--- src/design/sphere_collision_pushback_top_defines.svh ---
// Assertion macros shared by the sphere pushback design.
// Depends on nothing; included by modules that carry assertions.
`ifndef SPHERE_COLLISION_PUSHBACK_TOP_DEFINES_SVH
`define SPHERE_COLLISION_PUSHBACK_TOP_DEFINES_SVH
// Check that a condition implies a consequence on the same edge.
`define SCP_ASSERT_IMP(lbl, clk, rstn, ante, cons) \
  lbl: assert property (@(posedge clk) disable iff (!rstn) (ante) |-> (cons)) \
    else $error("assertion failed");
// Check that a condition implies a consequence on the next edge.
`define SCP_ASSERT_NEXT(lbl, clk, rstn, ante, cons) \
  lbl: assert property (@(posedge clk) disable iff (!rstn) (ante) |=> (cons)) \
    else $error("assertion failed");
`endif

--- src/design/scp_pkg.sv ---
// Package for the sphere pushback block: widths, the work item types and a saturation helper.
// Depends on nothing.
package scp_pkg;
  localparam int unsigned CoordW = 32;
  localparam int unsigned RadW = 31;
  localparam int unsigned DiffW = 33;
  localparam int unsigned SqW = 66;
  localparam int unsigned RsW = 32;
  localparam int unsigned DistW = 32;
  localparam int unsigned QDepth = 4;
  localparam int unsigned SqrtSteps = 32;
  localparam int unsigned NumW = 64;
  localparam int unsigned DivSteps = 64;

  typedef struct packed {
    logic              hit;
    logic [SqW-1:0]    sumsq;
    logic [RsW-1:0]    rs;
    logic [2:0]        neg;
    logic [DiffW-2:0]  mag_x;
    logic [DiffW-2:0]  mag_y;
    logic [DiffW-2:0]  mag_z;
    logic [CoordW-1:0] c1_x;
    logic [CoordW-1:0] c1_y;
    logic [CoordW-1:0] c1_z;
    logic [CoordW-1:0] c2_x;
    logic [CoordW-1:0] c2_y;
    logic [CoordW-1:0] c2_z;
  } item_t;

  typedef struct packed {
    logic push;
    logic pop;
    logic full;
    logic empty;
  } q_ctl_t;

  function automatic logic signed [CoordW-1:0] sat32(input logic signed [DiffW+1:0] v);
    logic signed [DiffW+1:0] mx;
    logic signed [DiffW+1:0] mn;
    mx = (DiffW+2)'(64'sd2147483647);
    mn = (DiffW+2)'(-64'sd2147483648);
    if (v > mx) return 32'sh7fffffff;
    if (v < mn) return 32'sh80000000;
    return v[CoordW-1:0];
  endfunction
endpackage

--- src/design/scp_queue.sv ---
// Short FIFO between front and back ends.
// Depends on scp_pkg.
module scp_queue #(
  parameter int unsigned Depth = scp_pkg::QDepth
) (
  input  logic           clk_i,
  input  logic           rst_ni,
  input  scp_pkg::q_ctl_t ctl_i,
  input  scp_pkg::item_t  wdata_i,
  output scp_pkg::item_t  rdata_o,
  output logic [$clog2(Depth+1)-1:0] count_o
);
  localparam int unsigned AW = $clog2(Depth);
  scp_pkg::item_t mem_q [Depth];
  logic [AW-1:0] wp_q, rp_q;
  logic [$clog2(Depth+1)-1:0] cnt_q;
  always_ff @(posedge clk_i) begin
    if (ctl_i.push) mem_q[wp_q] <= wdata_i;
  end
  always_ff @(posedge clk_i or negedge rst_ni) begin
    if (!rst_ni) begin
      wp_q <= '0; rp_q <= '0; cnt_q <= '0;
    end else begin
      if (ctl_i.push) wp_q <= (wp_q == AW'(Depth-1)) ? '0 : wp_q + 1'b1;
      if (ctl_i.pop) rp_q <= (rp_q == AW'(Depth-1)) ? '0 : rp_q + 1'b1;
      cnt_q <= cnt_q + {{($clog2(Depth+1)-1){1'b0}}, ctl_i.push}
                     - {{($clog2(Depth+1)-1){1'b0}}, ctl_i.pop};
    end
  end
  assign rdata_o = mem_q[rp_q];
  assign count_o = cnt_q;
endmodule

--- config.mk ---
export PLATFORM = sky130hd
export DESIGN_NAME = scp_queue
export DESIGN_NICKNAME = d
export VERILOG_FILES = /design/src/design/sphere_collision_pushback_top_defines.svh /design/src/design/scp_pkg.sv /design/src/design/scp_queue.sv
export SDC_FILE = /design/constraint.sdc
export NUM_CORES = 1
export LEC_CHECK = 0
export ABC_AREA = 1
export BUFFER_PORTS_ARGS = -buffer_cell sky130_fd_sc_hd__buf_2
export CAP_MARGIN = 20
export CORE_ASPECT_RATIO = 0.7
export CORE_MARGIN = 3
export CORE_UTILIZATION = 30
export CTS_BUF_LIST = sky130_fd_sc_hd__clkbuf_2 sky130_fd_sc_hd__clkbuf_4 sky130_fd_sc_hd__clkbuf_8
export DETAILED_ROUTE_END_ITERATION = 8
export GPL_TIMING_DRIVEN = 0
export HOLD_SLACK_MARGIN = 0.05
export PLACE_DENSITY = 0.56
export SLEW_MARGIN = 0
export SYNTH_ARGS = -nofsm -noshare
export SYNTH_HDL_FRONTEND = slang
export SYNTH_SLANG_ARGS = --single-unit
--- constraint.sdc ---
create_clock -name clk_i -period 8.9 [get_ports clk_i]
set_input_delay 1.335 -clock clk_i [delete_from_list [all_inputs] [get_ports clk_i]]
set_output_delay 1.335 -clock clk_i [all_outputs]
set_load 0.05 [all_outputs]
==> impl_metrics.env, run 1 <==
export IMPL_intPower_uw=15200
export IMPL_dpl_worst_slack_ps=4720
export IMPL_crit_buf_inv=4
export IMPL_cts_made_buffers=247
export IMPL_clk_latency_ps=900
export IMPL_critPathCaptureType="primary output"
export IMPL_fp_dieW_um=565
export IMPL_synth_nets=6563
export IMPL_portBuffers=786
export IMPL_finalPower_uw=28300
export IMPL_critPathMaxFanout=11
export IMPL_grt_first_pass_wirelength_um=277000
export IMPL_finalInstanceArea_um2=79200
export IMPL_avgSynthCellArea_um2=10.7
export IMPL_fin_tns_setup_ps=0
export IMPL_crit_family="buffers and inverters"
export IMPL_initial_utilization_pct=30.4
export IMPL_postCtsSetupRepairBufs=0
export IMPL_cts_resized=0
export IMPL_worstPathRequired_ps=7570
export IMPL_postLayoutCoreUtil_pct=36.7
export IMPL_clockBufferDepth=4
export IMPL_slowest_delay_ps=810
export IMPL_path_class="flop to primary output"
export IMPL_powerDensity_nw_per_um2=357
export IMPL_comb_power_share_pct=44.7
export IMPL_p_sw_share_pct=46.2
export IMPL_rsz0062_at_grt="false"
export IMPL_clkTransAtPathRegs_ps=60
export IMPL_drtIter0Drc=3408
export IMPL_viasPerCell=4.28
export IMPL_grt_overflow=0
export IMPL_syn2layout_area_growth_pct=20.6
export IMPL_p_leak_uw=0.0365
export IMPL_setup_worst_path_start_class="flop"
export IMPL_arrival_ps=3540
export IMPL_globalplace_congestion=0.778
export IMPL_dieArea_um2=225000
export IMPL_tightest_slew_ps=1040
export IMPL_finalHoldViolCount=0
export IMPL_antenna_found_initial=82
export IMPL_synth_seq_area_share_pct=71.6
export IMPL_die_y_um=397
export IMPL_max_slew_margin_pct=30.4
export IMPL_final_max_slew_viol_count=0
export IMPL_seqCellArea_um2=47000
export IMPL_vias=44372
export IMPL_cp_slowest_cell="clkbuf_1"
export IMPL_worstHoldPathType="input pin to async pin"
export IMPL_skew_ps=51.6
export IMPL_drive_above_1_share_pct=19.3
export IMPL_netlist_instances=6159
export IMPL_fin_ws_ps=4020
export IMPL_cts_sinks=1567
export IMPL_fin_nets=7657
export IMPL_synthDistinctLibCells=16
export IMPL_clkPwrFrac_pct=21.1
export IMPL_finalCriticalPeriod_ps=4880
export IMPL_synth_seq_cells=1567
export IMPL_multiInputGateArea_um2=11400
export IMPL_h_tree_depth=4
export IMPL_setup_viol=0
export IMPL_core_area_um2=216000
export IMPL_p_sw_uw=13100
export IMPL_root_buffer="clkbuf_8"
export IMPL_wl_per_cell_um=18.6
export IMPL_cts_tree="done"
export IMPL_min_period_over_period_pct=54.8
export IMPL_outcome="finished, final reports clean"
export IMPL_placed_area_um2=74400
export IMPL_grt_start_max_net_pins=35
export IMPL_peakVddDrop_mv=0.344
export IMPL_path_cells="inv_1 > clkbuf_1 > buf_2 > nand3_1 > nand2_1 > buf_2"
export IMPL_hpwl_um=132000
export IMPL_drt_total_wl_um=192000
export IMPL_ys_warnings_count=0
export IMPL_max_freq_ghz=0.205
export IMPL_drc=0
export IMPL_cp_common_cell="buf_2"
export IMPL_ios=789
export IMPL_n_fill_cell=21198
export IMPL_grt_pass1_vias=42645
export IMPL_cap_violations=0
export IMPL_ant_nets=0
export IMPL_drtPass1Iterations=5
export IMPL_synth_area_um2=65700
export IMPL_track_usage_pct=16.6
export IMPL_holdBufCountCts=0
export IMPL_rows=142
export IMPL_seq_power_share_pct=34.2
## power by group through the flow
stage / registers [uW] / clock network, uW / logic, uW
after CTS: 9670 / 6180 / 12800
after detailed placement: 9820 / 0 / 12800
after floorplan: 10100 / 0 / 8400
after global placement: 10500 / 0 / 12400
after global routing: 9750 / 6510 / 13500
final: 9660 / 5970 / 12600
## layer usage
layer	GRT usage [%]	share of wire [%]	vias up
met3	4.25	7.3	409
met5	0	0.11	-
met4	5.88	3.2	32
li1	-	-	21511
met1	21.1	42	21054
met2	27.2	48	1366
## metrics by stage
stage	instances	hold WS, ps
2_1_floorplan	6159	558
6_report	10357	261
5_1_grt	10332	133
3_3_place_gp	9825	584
4_1_cts	10317	88.5
3_5_place_dp	9884	587
## cells in the final DEF (no fill, tap or decap), drive strengths merged
master,count
o21ai,4
nand3,781
ha,7
buf,1079
dfrtp,7
fa,1
edfxtp,1560
diode,40
clkinv,95
nor2,2
inv,1574
nand2,1963
clkbuf,350
bufinv,7
clkinvlp,7
## worst paths after layout
kind,slack (ps),end,cells after the start,from
max in group asynchronous,8470,rp_q[1],1,rst_ni
hold reg to reg,590,count_o[2],3,count_o[2]
setup reg to reg,6060,mem_q[1][9],8,wp_q[1]
setup / recovery,4020,rdata_o[366],6,rp_q[1]
hold / removal,260,wp_q[0],1,rst_ni
min in group clk_i,590,count_o[2],3,count_o[2]
## final cells by class
class                   count  area share (%)
flip-flops and latches   1567            59.4
multi-input cells        2758            14.4
inverters                1575            7.48
repair buffers            845            6.46
clock buffers             325            5.06
well taps                2880            4.55
plain buffers             259            1.65
clock inverters           108           0.882
diodes                     40           0.126
## cell usage after synthesis
cell type  count  area, um^2
buf_4         20         150
dfrtp_1        7         175
buf_1         17        63.8
nor2_1         2        7.51
o21ai_1        1        5.00
buf_6          2        22.5
fa_1           1        20.0
edfxtp_1    1560       46800
nand3_1      781        3910
buf_2        195         976
inv_1       1574        5910
ha_1           7        87.6
inv_2          1        3.75
nand2_1     1963        7370
o21ai_0        3        15.0
clkbuf_1      25        93.8
## flip-flops by register name (all words and copies together) (netlist names)
signal,cells
count_o,3
rp_q,2
wp_q,2
mem_q,1560
## worst reg2reg max path: stages (launching register included)
cell and delay [ps]:
dfrtp_1 370, inv_1 90, ha_1 180, nand2_1 100, clkinvlp_4 710, buf_12 480
buf_12 200, buf_12 220, buf_12 210
## cell families (layout without fill, tap and decap cells)
kind of cell	Yosys count	after routing	synth area share [%]
adder cells (fa/ha/maj)	8	8	0.164
AO/OA/AOI/OAI	4	4	0.0305
AND/OR/NAND/NOR	2746	2746	17.2
other	0	40	0
flip-flops	1567	1567	71.6
buffers and inverters	1834	3112	11.0
(Power assumes the default switching activity.)
==> run 2: changes to the inputs <==
--- a/config.mk
+++ b/config.mk
@@ -15,7 +15,7 @@
 export DETAILED_ROUTE_END_ITERATION = 8
 export GPL_TIMING_DRIVEN = 0
 export HOLD_SLACK_MARGIN = 0.05
-export PLACE_DENSITY = 0.56
+export PLACE_DENSITY = 0.55
 export SLEW_MARGIN = 0
 export SYNTH_ARGS = -nofsm -noshare
 export SYNTH_HDL_FRONTEND = slang
==> constraint.sdc (replaced) <==
create_clock -name clk_i -period 4.59 [get_ports clk_i]
set_input_delay 0.6885 -clock clk_i [delete_from_list [all_inputs] [get_ports clk_i]]
set_output_delay 0.6885 -clock clk_i [all_outputs]
set_load 0.05 [all_outputs]
==> impl_metrics.env, run 2 (same netlist as run 1, synthesis figures left out) <==
export IMPL_outcome="finished, final reports clean"
export IMPL_seq_power_share_pct=33.4
export IMPL_powerDensity_nw_per_um2=672
export IMPL_drtPass1Iterations=6
export IMPL_n_fill_cell=20871
export IMPL_p_sw_share_pct=45.8
export IMPL_clockBufferDepth=4
export IMPL_drive_above_1_share_pct=18.8
export IMPL_max_slew_margin_pct=27.4
export IMPL_dieArea_um2=225000
export IMPL_fin_tns_setup_ps=0
export IMPL_cts_tree="done"
export IMPL_antenna_found_initial=43
export IMPL_postLayoutCoreUtil_pct=38.7
export IMPL_regMostFlops="mem_q"
export IMPL_hpwl_um=131000
export IMPL_arrival_ps=3450
export IMPL_clkPwrFrac_pct=22.3
export IMPL_vias=45897
export IMPL_setup_viol=0
export IMPL_finalHoldViolCount=0
export IMPL_comb_power_share_pct=44.4
export IMPL_rsz0062_at_grt="false"
export IMPL_cap_violations=0
export IMPL_min_period_over_period_pct=90.2
export IMPL_cts_sinks=1567
export IMPL_intPower_uw=30400
export IMPL_finalCriticalPeriod_ps=4140
export IMPL_path_class="flop to primary output"
export IMPL_fin_nets=8068
export IMPL_worstPathRequired_ps=3900
export IMPL_root_buffer="clkbuf_8"
export IMPL_worstHoldPathType="input pin to async pin"
export IMPL_cts_resized=0
export IMPL_tightest_slew_ps=1090
export IMPL_viasPerCell=4.26
export IMPL_drc=0
export IMPL_fin_ws_ps=448
export IMPL_grt_first_pass_wirelength_um=285000
export IMPL_track_usage_pct=16.9
export IMPL_clk_latency_ps=860
export IMPL_fp_dieW_um=565
export IMPL_grt_pass1_vias=44619
export IMPL_syn2layout_area_growth_pct=27.3
export IMPL_ios=789
export IMPL_initial_utilization_pct=30.4
export IMPL_clkTransAtPathRegs_ps=70
export IMPL_seqCellArea_um2=47000
export IMPL_rows=142
export IMPL_peakVddDrop_mv=0.528
export IMPL_grt_overflow=0
export IMPL_globalplace_congestion=0.764
export IMPL_largest_reg_flops=1560
export IMPL_portBuffers=786
export IMPL_final_common_cell="nand2_1"
export IMPL_multiInputGateArea_um2=11500
export IMPL_p_leak_uw=0.0383
export IMPL_critPathMaxFanout=10
export IMPL_wl_per_cell_um=18.2
export IMPL_setup_worst_path_start_class="flop"
export IMPL_cts_made_buffers=268
export IMPL_h_tree_depth=5
export IMPL_postCtsSetupRepairBufs=0
export IMPL_ant_nets=0
export IMPL_final_max_slew_viol_count=0
export IMPL_core_area_um2=216000
export IMPL_hold_ws_ps=261
export IMPL_holdBufCountCts=392
export IMPL_die_y_um=397
export IMPL_p_sw_uw=25700
export IMPL_dpl_worst_slack_ps=1170
export IMPL_drtIter0Drc=3578
export IMPL_critPathCaptureType="primary output"
export IMPL_grt_start_max_net_pins=35
export IMPL_skew_ps=31.2
export IMPL_max_freq_ghz=0.241
export IMPL_drt_total_wl_um=196000
export IMPL_final_cell_mix="1,959 x nand2_1, 1,570 x inv_1, 1,560 x edfxtp_1"
==> run 2: area by class of cell <==
cell class / instances / share of cell area, %
clock buffers: 357 / 5.25
clock inverters: 100 / 0.898
well taps: 2880 / 4.31
inverters: 1575 / 7.09
multi-input cells: 2758 / 13.7
diodes: 34 / 0.102
repair buffers: 1235 / 10.8
flip-flops and latches: 1567 / 56.3
plain buffers: 259 / 1.57
==> run 2: worst max-delay path: stages (launching register included) <==
cell      delay, ps
dfrtp_1         510
inv_1           270
clkbuf_1        840
buf_2           430
nand3_1         120
nand2_1          70
buf_2           350
==> run 2: final timing paths <==
check                         start           end  slack, ps  cells after the start
setup / recovery            rp_q[1]  rdata_o[313]        450                      6
hold / removal               rst_ni       rp_q[1]        260                      2
setup reg to reg            wp_q[1]   mem_q[1][3]       1630                      9
hold reg to reg             rp_q[0]       rp_q[1]        610                      3
max in group asynchronous    rst_ni       rp_q[0]       4150                      2
min in group clk_i         ctl_i[3]       wp_q[1]        340                      3
==> run 2: routing by layer <==
metal	GRT usage [%]	up-vias	wire (um)
li1	-	22320	-
met1	21.8	21706	82000
met2	27.8	1506	93200
met3	3.81	353	14000
met4	5.71	12	6270
met5	0	-	76
==> run 2: metrics by stage <==
| step | total power [uW] | std cells | area (um^2) |
|---|---|---|---|
| finish | 56200 | 10765 | 83600 |
| global route | 59100 | 10749 | 83500 |
| CTS | 57000 | 10731 | 83500 |
| detailed placement | 43900 | 9882 | 74400 |
| global placement | 43800 | 9825 | 73300 |
| floorplan | 36000 | 6159 | 65700 |
==> run 2: power by group through the flow <==
stage                     Combinational (uW)  Sequential (uW)  Clock, uW
after floorplan                        16300            19600          0
after global routing                   26600            18900      13600
after global placement                 23700            20000          0
after detailed placement               24900            19000          0
final                                  24900            18700      12500
after CTS                              25300            18700      13000
